## src/hdl/tcl_pkg.sv

```systemverilog
// ----------------------------------------------------------------------------
// tcl_pkg
// Shared constants, types and table helpers for the temperature
// compensation lookup.
// ----------------------------------------------------------------------------
package tcl_pkg;

    localparam int WINDOW_LEN     = 6;
    localparam int TABLE_ENTRIES  = 4;
    localparam int NUM_SYSTEMS    = 3;
    localparam int NUM_DIRECTIONS = 2;

    localparam int WP_W    = (WINDOW_LEN > 1) ? $clog2(WINDOW_LEN) : 1;
    localparam int ENTRY_W = (TABLE_ENTRIES > 1) ? $clog2(TABLE_ENTRIES) : 1;
    localparam int SYS_W   = (NUM_SYSTEMS > 1) ? $clog2(NUM_SYSTEMS) : 1;

    localparam int PACKED_ENTRIES = 4;
    localparam int MASK_BITS      = 3;
    localparam int UPDATE_SPREAD  = 3;

    localparam int CFG_IDX_W = 3;
    localparam logic [CFG_IDX_W-1:0] REG_THRESHOLDS  = 3'd0;
    localparam logic [CFG_IDX_W-1:0] REG_UP_GAINS    = 3'd1;
    localparam logic [CFG_IDX_W-1:0] REG_DOWN_GAINS  = 3'd2;
    localparam logic [CFG_IDX_W-1:0] REG_UP_POWERS   = 3'd3;
    localparam logic [CFG_IDX_W-1:0] REG_DOWN_POWERS = 3'd4;
    localparam logic [CFG_IDX_W-1:0] REG_SYSTEM_MASK = 3'd5;

    localparam logic [31:0] THRESHOLDS_RESET  = 32'h7F41_2D0A;
    localparam logic [31:0] UP_GAINS_RESET    = 32'hFDFE_0001;
    localparam logic [31:0] DOWN_GAINS_RESET  = 32'hFDFF_0001;
    localparam logic [31:0] UP_POWERS_RESET   = 32'h0000_0000;
    localparam logic [31:0] DOWN_POWERS_RESET = 32'h0000_0000;
    localparam logic [MASK_BITS-1:0] SYSTEM_MASK_RESET = 3'd7;

    localparam logic signed [7:0] IN_USE_RESET = -8'sd128;

    typedef struct packed {
        logic [31:0]           thresholds;
        logic [31:0]           up_gains;
        logic [31:0]           down_gains;
        logic [31:0]           up_powers;
        logic [31:0]           down_powers;
        logic [MASK_BITS-1:0]  system_mask;
    } cfg_regs_t;

    typedef struct packed {
        logic               start;
        logic [ENTRY_W-1:0] entry;
    } run_req_t;

    typedef struct packed {
        logic busy;
        logic done;
    } run_status_t;

    function automatic logic signed [7:0] packed_byte(logic [31:0] word, int idx);
        logic signed [7:0] r;
        r = '0;
        for (int i = 0; i < PACKED_ENTRIES; i++)
        begin
            if (idx == i)
            begin
                r = word[8*i +: 8];
            end
        end
        return r;
    endfunction

    function automatic logic [ENTRY_W-1:0] lookup_entry(logic signed [7:0] t,
                                                        logic [31:0] thr);
        logic [ENTRY_W-1:0] e;
        e = ENTRY_W'(TABLE_ENTRIES - 1);
        for (int i = TABLE_ENTRIES - 1; i >= 0; i--)
        begin
            if (t <= packed_byte(thr, i))
            begin
                e = ENTRY_W'(i);
            end
        end
        return e;
    endfunction

endpackage

```

## src/hdl/tcl_cfg.sv

```systemverilog
// ----------------------------------------------------------------------------
// tcl_cfg
// Configuration register file for thresholds, offsets and enable mask.
// ----------------------------------------------------------------------------
module tcl_cfg (
    input  logic                          clk,
    input  logic                          rst_n,
    input  logic                          cfg_valid,
    output logic                          cfg_ready,
    input  logic [tcl_pkg::CFG_IDX_W-1:0] cfg_index,
    input  logic [31:0]                   cfg_data,
    output tcl_pkg::cfg_regs_t            regs
);

    tcl_pkg::cfg_regs_t regs_reg;

    assign cfg_ready = 1'b1;
    assign regs      = regs_reg;

    always_ff @(posedge clk or negedge rst_n)
    begin
        if (!rst_n)
        begin
            regs_reg.thresholds  <= tcl_pkg::THRESHOLDS_RESET;
            regs_reg.up_gains    <= tcl_pkg::UP_GAINS_RESET;
            regs_reg.down_gains  <= tcl_pkg::DOWN_GAINS_RESET;
            regs_reg.up_powers   <= tcl_pkg::UP_POWERS_RESET;
            regs_reg.down_powers <= tcl_pkg::DOWN_POWERS_RESET;
            regs_reg.system_mask <= tcl_pkg::SYSTEM_MASK_RESET;
        end
        else if (cfg_valid)
        begin
            case (cfg_index)
                tcl_pkg::REG_THRESHOLDS:  regs_reg.thresholds  <= cfg_data;
                tcl_pkg::REG_UP_GAINS:    regs_reg.up_gains    <= cfg_data;
                tcl_pkg::REG_DOWN_GAINS:  regs_reg.down_gains  <= cfg_data;
                tcl_pkg::REG_UP_POWERS:   regs_reg.up_powers   <= cfg_data;
                tcl_pkg::REG_DOWN_POWERS: regs_reg.down_powers <= cfg_data;
                tcl_pkg::REG_SYSTEM_MASK:
                    regs_reg.system_mask <= cfg_data[tcl_pkg::MASK_BITS-1:0];
                default: ;
            endcase
        end
    end

endmodule

```

## src/hdl/tcl_window.sv

```systemverilog
// ----------------------------------------------------------------------------
// tcl_window
// Sample window, update decision and table entry search per transaction.
// ----------------------------------------------------------------------------
module tcl_window (
    input  logic                    clk,
    input  logic                    rst_n,
    input  logic                    accept,
    input  logic signed [7:0]       temperature,
    input  logic [31:0]             thresholds,
    output tcl_pkg::run_req_t       req
);

    logic signed [7:0]         window_reg [tcl_pkg::WINDOW_LEN];
    logic signed [7:0]         window_next [tcl_pkg::WINDOW_LEN];
    logic [tcl_pkg::WP_W-1:0]  wp_reg;
    logic [tcl_pkg::WP_W-1:0]  wp_next;
    logic signed [7:0]         in_use_reg;
    logic signed [7:0]         mx;
    logic signed [7:0]         mn;
    logic                      all_equal;
    logic signed [8:0]         spread;
    logic signed [8:0]         diff;
    logic                      update;

    always_comb
    begin
        if (wp_reg == tcl_pkg::WP_W'(tcl_pkg::WINDOW_LEN - 1))
            wp_next = '0;
        else
            wp_next = wp_reg + 1'b1;

        for (int i = 0; i < tcl_pkg::WINDOW_LEN; i++)
        begin
            window_next[i] = (wp_next == tcl_pkg::WP_W'(i)) ? temperature : window_reg[i];
        end

        mx        = window_next[0];
        mn        = window_next[0];
        all_equal = 1'b1;
        for (int i = 1; i < tcl_pkg::WINDOW_LEN; i++)
        begin
            if (window_next[i] > mx)
                mx = window_next[i];
            if (window_next[i] < mn)
                mn = window_next[i];
            if (window_next[i] != window_next[0])
                all_equal = 1'b0;
        end

        spread = 9'(mx) - 9'(mn);
        diff   = 9'(temperature) - 9'(in_use_reg);
        update = all_equal
              || (spread >= 9'(tcl_pkg::UPDATE_SPREAD))
              || (diff > 9'(tcl_pkg::UPDATE_SPREAD))
              || (diff < -9'(tcl_pkg::UPDATE_SPREAD));
    end

    assign req.start = accept && update;
    assign req.entry = tcl_pkg::lookup_entry(temperature, thresholds);

    always_ff @(posedge clk or negedge rst_n)
    begin
        if (!rst_n)
        begin
            for (int i = 0; i < tcl_pkg::WINDOW_LEN; i++)
            begin
                window_reg[i] <= '0;
            end
            wp_reg     <= '0;
            in_use_reg <= tcl_pkg::IN_USE_RESET;
        end
        else if (accept)
        begin
            for (int i = 0; i < tcl_pkg::WINDOW_LEN; i++)
            begin
                window_reg[i] <= window_next[i];
            end
            wp_reg <= wp_next;
            if (update)
                in_use_reg <= temperature;
        end
    end

endmodule

```

## src/hdl/tcl_emit.sv

```systemverilog
// ----------------------------------------------------------------------------
// tcl_emit
// Result sequencer: one result per system and direction for each update.
// ----------------------------------------------------------------------------
module tcl_emit (
    input  logic                clk,
    input  logic                rst_n,
    input  tcl_pkg::run_req_t   req,
    input  tcl_pkg::cfg_regs_t  regs,
    input  logic                out_stall,
    output logic                out_valid,
    output logic [1:0]          system_index,
    output logic                direction,
    output logic signed [7:0]   gain_offset,
    output logic signed [7:0]   power_offset,
    output logic                last,
    output tcl_pkg::run_status_t status
);

    logic                        active_reg;
    logic [tcl_pkg::SYS_W-1:0]   sys_reg;
    logic                        dir_reg;
    logic [tcl_pkg::ENTRY_W-1:0] entry_reg;
    logic                        dir_last;
    logic                        run_last;
    logic                        take;
    logic                        en;
    logic signed [7:0]           g;
    logic signed [7:0]           p;

    assign dir_last = (dir_reg == 1'(tcl_pkg::NUM_DIRECTIONS - 1));
    assign run_last = dir_last && (sys_reg == tcl_pkg::SYS_W'(tcl_pkg::NUM_SYSTEMS - 1));
    assign take     = active_reg && !out_stall;

    always_comb
    begin
        en = 1'b0;
        for (int i = 0; i < tcl_pkg::MASK_BITS; i++)
        begin
            if (int'(sys_reg) == i)
                en = regs.system_mask[i];
        end
        if (dir_reg)
        begin
            g = tcl_pkg::packed_byte(regs.down_gains, int'(entry_reg));
            p = tcl_pkg::packed_byte(regs.down_powers, int'(entry_reg));
        end
        else
        begin
            g = tcl_pkg::packed_byte(regs.up_gains, int'(entry_reg));
            p = tcl_pkg::packed_byte(regs.up_powers, int'(entry_reg));
        end
    end

    assign out_valid    = active_reg;
    assign system_index = 2'(sys_reg);
    assign direction    = dir_reg;
    assign gain_offset  = en ? g : 8'sd0;
    assign power_offset = en ? p : 8'sd0;
    assign last         = run_last;

    assign status.busy = active_reg;
    assign status.done = take && run_last;

    always_ff @(posedge clk or negedge rst_n)
    begin
        if (!rst_n)
        begin
            active_reg <= 1'b0;
            sys_reg    <= '0;
            dir_reg    <= 1'b0;
        end
        else if (req.start)
        begin
            active_reg <= 1'b1;
            sys_reg    <= '0;
            dir_reg    <= 1'b0;
        end
        else if (take)
        begin
            if (run_last)
            begin
                active_reg <= 1'b0;
            end
            else if (dir_last)
            begin
                dir_reg <= 1'b0;
                sys_reg <= sys_reg + 1'b1;
            end
            else
            begin
                dir_reg <= 1'b1;
            end
        end
    end

    always_ff @(posedge clk)
    begin
        if (req.start)
            entry_reg <= req.entry;
    end

endmodule

```

## src/hdl/temperature_compensation_lookup.sv

```systemverilog
// ----------------------------------------------------------------------------
// temperature_compensation_lookup
// Windowed temperature update decision with table lookup of gain and power
// compensation offsets per radio system and link direction.
// ----------------------------------------------------------------------------
// first result: out_valid is registered and is set in the cycle after the sample transaction
// throughput: one sample per cycle when no update follows; an update emits
//   NUM_SYSTEMS * NUM_DIRECTIONS results, one per cycle while out_stall is low,
//   from the result sequencer, and the next sample is taken with the last of them
// reset: asynchronous, clears window and position, sets the in-use temperature
//   to -128 and loads the register defaults
module temperature_compensation_lookup (
    input  logic                          clk,
    input  logic                          rst_n,
    input  logic                          in_valid,
    output logic                          in_stall,
    input  logic signed [7:0]             temperature,
    output logic                          out_valid,
    input  logic                          out_stall,
    output logic [1:0]                    system_index,
    output logic                          direction,
    output logic signed [7:0]             gain_offset,
    output logic signed [7:0]             power_offset,
    output logic                          last,
    input  logic                          cfg_valid,
    output logic                          cfg_ready,
    input  logic [tcl_pkg::CFG_IDX_W-1:0] cfg_index,
    input  logic [31:0]                   cfg_data
);

    tcl_pkg::cfg_regs_t   regs;
    tcl_pkg::run_req_t    req;
    tcl_pkg::run_status_t status;
    logic                 accept;

    assign in_stall = status.busy && !status.done;
    assign accept   = in_valid && !in_stall;

    tcl_cfg u_cfg (
        .clk       (clk),
        .rst_n     (rst_n),
        .cfg_valid (cfg_valid),
        .cfg_ready (cfg_ready),
        .cfg_index (cfg_index),
        .cfg_data  (cfg_data),
        .regs      (regs)
    );

    tcl_window u_window (
        .clk         (clk),
        .rst_n       (rst_n),
        .accept      (accept),
        .temperature (temperature),
        .thresholds  (regs.thresholds),
        .req         (req)
    );

    tcl_emit u_emit (
        .clk          (clk),
        .rst_n        (rst_n),
        .req          (req),
        .regs         (regs),
        .out_stall    (out_stall),
        .out_valid    (out_valid),
        .system_index (system_index),
        .direction    (direction),
        .gain_offset  (gain_offset),
        .power_offset (power_offset),
        .last         (last),
        .status       (status)
    );

endmodule
```

## config.mk

```make
export PLATFORM = sky130hd
export DESIGN_NAME = temperature_compensation_lookup
export DESIGN_NICKNAME = d
export VERILOG_FILES = /design/src/hdl/tcl_pkg.sv /design/src/hdl/tcl_cfg.sv /design/src/hdl/tcl_window.sv /design/src/hdl/tcl_emit.sv /design/src/hdl/temperature_compensation_lookup.sv
export SDC_FILE = /design/constraint.sdc
export NUM_CORES = 1
export LEC_CHECK = 0
export BUFFER_PORTS_ARGS = -buffer_cell sky130_fd_sc_hd__buf_2
export CORE_ASPECT_RATIO = 0.8
export CORE_MARGIN = 8
export CORE_UTILIZATION = 57
export DETAILED_ROUTE_END_ITERATION = 16
export PLACE_DENSITY_LB_ADDON = 0.08
export RECOVER_POWER = 100
export SYNTH_ARGS = -nofsm -noshare
export SYNTH_HDL_FRONTEND = slang
export SYNTH_SLANG_ARGS = --single-unit
```

## constraint.sdc

```tcl
create_clock -name clk -period 17.15 [get_ports clk]
set_clock_uncertainty 0.1 [all_clocks]
set_input_delay 0.8575 -clock clk [delete_from_list [all_inputs] [get_ports clk]]
set_output_delay 0.8575 -clock clk [all_outputs]
set_load 0.01 [all_outputs]
```

==> impl_metrics.yaml <==
floorplanning:
  core_um2: 25200
  num_rows: 52
  die_width_um: 195
  die_h_um: 159
  start_util: 0.578
  io_pins: 71
  die_area_um2: 31000
layout:
  fin_nets: 1610
  fillers: 2124
  drive_gt1_frac: 0.251
  final_cells: 1796
  multi_input_area_um2: 8390
  seqCellArea_um2: 5570
  final_core_util: 0.633
  area_delta_synth_final_pct: 9.50
  largest_reg_flops: 155
  diodes: 0
timing:
  finalSetupViolations: 0
  tightest_slew_ns: 4.79
  finalCritPeriodShare: 0.905
  final.setup.tns_ns: 0
  finalCriticalPeriod_ns: 15.53
  slew_violations: 519
  fmax_mhz: 64.4
  rsz0062_at_grt: "false"
  relSlewSlack: -2.19
  hold_violations: 0
logic_synthesis:
  syn_nets: 1557
  synth_cell_type_count: 86
  yosysWarningCount: 0
  synth_edf_count: 2
  netlist_area_um2: 14600
  ys_seq_elements: 220
  yosys.area.top_type: "dfrtp_1"
  synthArstFlopShare: 0.991
  synth.top_cell.area_share: 0.300
  synthTopCellsByArea: "dfrtp_1 (30%), mux2_2 (13%), ha_1 (8.9%)"
  synthCells: 1403
  syn_avg_cell_area_um2: 10.4
  yosysSeqAreaShare: 0.381
  synthFlopType: "dfrtp_1"
global_route:
  grt_max_degree: 97
  grt_first_pass_wirelength_mm: 61.1
  grt_antenna_before_repair: 2
  grt.total_usage: 0.244
  grt_pass1_vias: 10700
  grt.overflow.total: 0
place:
  gp_congestion: 0.924
  dp_hpwl_mm: 28.2
  numPortBuffers: 69
  post-place-cells: 1756
critical_path:
  worst-path-buf-inv: 5
  path_max_fanout: 14
  crit_family: "compound AO/OA/AOI/OAI gates"
  end_kind: "flip-flop"
  required_ns: 17.43
  slowest_stage: "nor3_2"
  worst_setup_path_start_kind: "flip-flop"
  worstPathArrival_ns: 15.81
  cp_slowest_stage_delay_ns: 0.88
  crit_type: "flip-flop to flip-flop"
cts:
  tritoncts: "done"
  numCtsBuffers: 22
  clk_pin_slew_ns: 0.06
  htreeDepth: 1
  root_buffer: "clkbuf_16"
  post_cts_buffers: 0
  cts_hold_buf: 0
  clk_path_buf_depth: 3
  clk-insertion-delay-late_ns: 0.50
  cts.repair.resized: 0
  clock-sinks: 220
route:
  wl_per_cell_um: 21.4
  postRouteAntennaNets: 0
  finalWirelength_mm: 38.4
  drt_iter0_drc: 739
  vias: 10900
  dr.pass1.iters: 5
  vias_per_cell: 6.06
  drc: 0
run_status:
  violations: "max-capacitance violations, max-slew violations"
  run_status: "finished, violations left"
hold_path:
  hold_class: "flip-flop to flip-flop"
flow_run:
  cap_violations: 10
==> per-layer routing <==
metal  track usage  share of wire  vias up
li1              -              -     5191
met1         0.389           0.52     5380
met2         0.346           0.41      282
met3        0.0456          0.062       32
met4        0.0268         0.0091        4
met5             0        0.00070        -
==> per-stage QoR <==
step / setup slack, ns / hold slack, ns / area (um^2)
finish: 1.62 / 0.404 / 16000
global placement: 2.65 / 0.382 / 15300
floorplan: 4.03 / 0.374 / 14600
CTS: 2.21 / 0.276 / 16100
detailed placement: 2.29 / 0.389 / 15300
global route: 0.491 / 0.415 / 16000
==> synth_stat cells (4+ instances only) <==
cell type,n
inv_1,103
nor2_1,114
o22ai_1,4
o21a_1,13
nand3_1,26
nand2_1,70
xnor2_1,11
buf_1,8
nor3b_1,5
o21ai_0,75
nand4_1,22
nor4_1,4
xor2_1,4
ha_1,104
a21oi_1,100
clkbuf_1,41
a21o_1,15
mux2i_1,72
and3_1,11
o211ai_1,9
a31oi_1,13
and2_1,9
mux2_2,173
a21oi_2,4
o31ai_1,10
nand2b_1,9
nor3_1,21
and4_1,4
dfrtp_1,175
mux4_2,30
dfstp_2,43
nor2b_1,15
a211oi_1,6
==> worst register-to-register path: cells and delay by family (launching register included) <==
kind / cells / cell delay, ns
compound gates: 26 / 5.95
simple gates: 18 / 4.26
fa+ha+maj: 6 / 2.13
mux: 6 / 1.85
buf+inv: 5 / 0.60
flops: 1 / 0.51
==> final timing paths <==
path                               startpoint                       to  slack, ns  cells after the start
min reg2reg                    u_cfg.regs[29]           u_cfg.regs[29]       0.40                      1
min in group asynchronous               rst_n  u_window.window_reg[32]       1.97                      1
max reg2reg                u_window.wp_reg[0]   u_window.in_use_reg[4]       1.62                     61
max                        u_window.wp_reg[0]   u_window.in_use_reg[4]       1.62                     61
max in group asynchronous               rst_n          u_cfg.regs[111]      10.06                      2
min                            u_cfg.regs[29]           u_cfg.regs[29]       0.40                      1
==> cells by family after synthesis <==
logic type               synth area share
AND/OR/NAND/NOR                     0.110
AO/OA/AOI/OAI                       0.127
multiplexers                        0.236
flip-flops                          0.381
buffers and inverters              0.0440
adder cells (fa/ha/maj)            0.0926
XOR/XNOR                          0.00900
other                            0.000257
==> layout make-up <==
cell class / count / share of cell area
clock buffers: 30 / 0.0414
clock inverters: 10 / 0.00994
inverters: 103 / 0.0242
multi-input cells: 1022 / 0.525
flip-flops and latches: 220 / 0.348
well taps: 324 / 0.0254
repair buffers: 87 / 0.0259
==> cells in the final DEF, fill, tap and decap left out, drive strengths merged, types with 15 or more instances in the layout <==
master    n
a21o     15
a21oi   106
buf      52
clkbuf   65
dfrtp   175
dfstp    43
ha      104
inv     104
mux2    177
mux2i    74
mux4     30
nand2    71
nand3    27
nand4    22
nor2    115
nor2b    15
nor3     22
o21ai    78
Power is not shown: default switching activity piles up to over one toggle a cycle in this logic, so the estimate is an artifact.
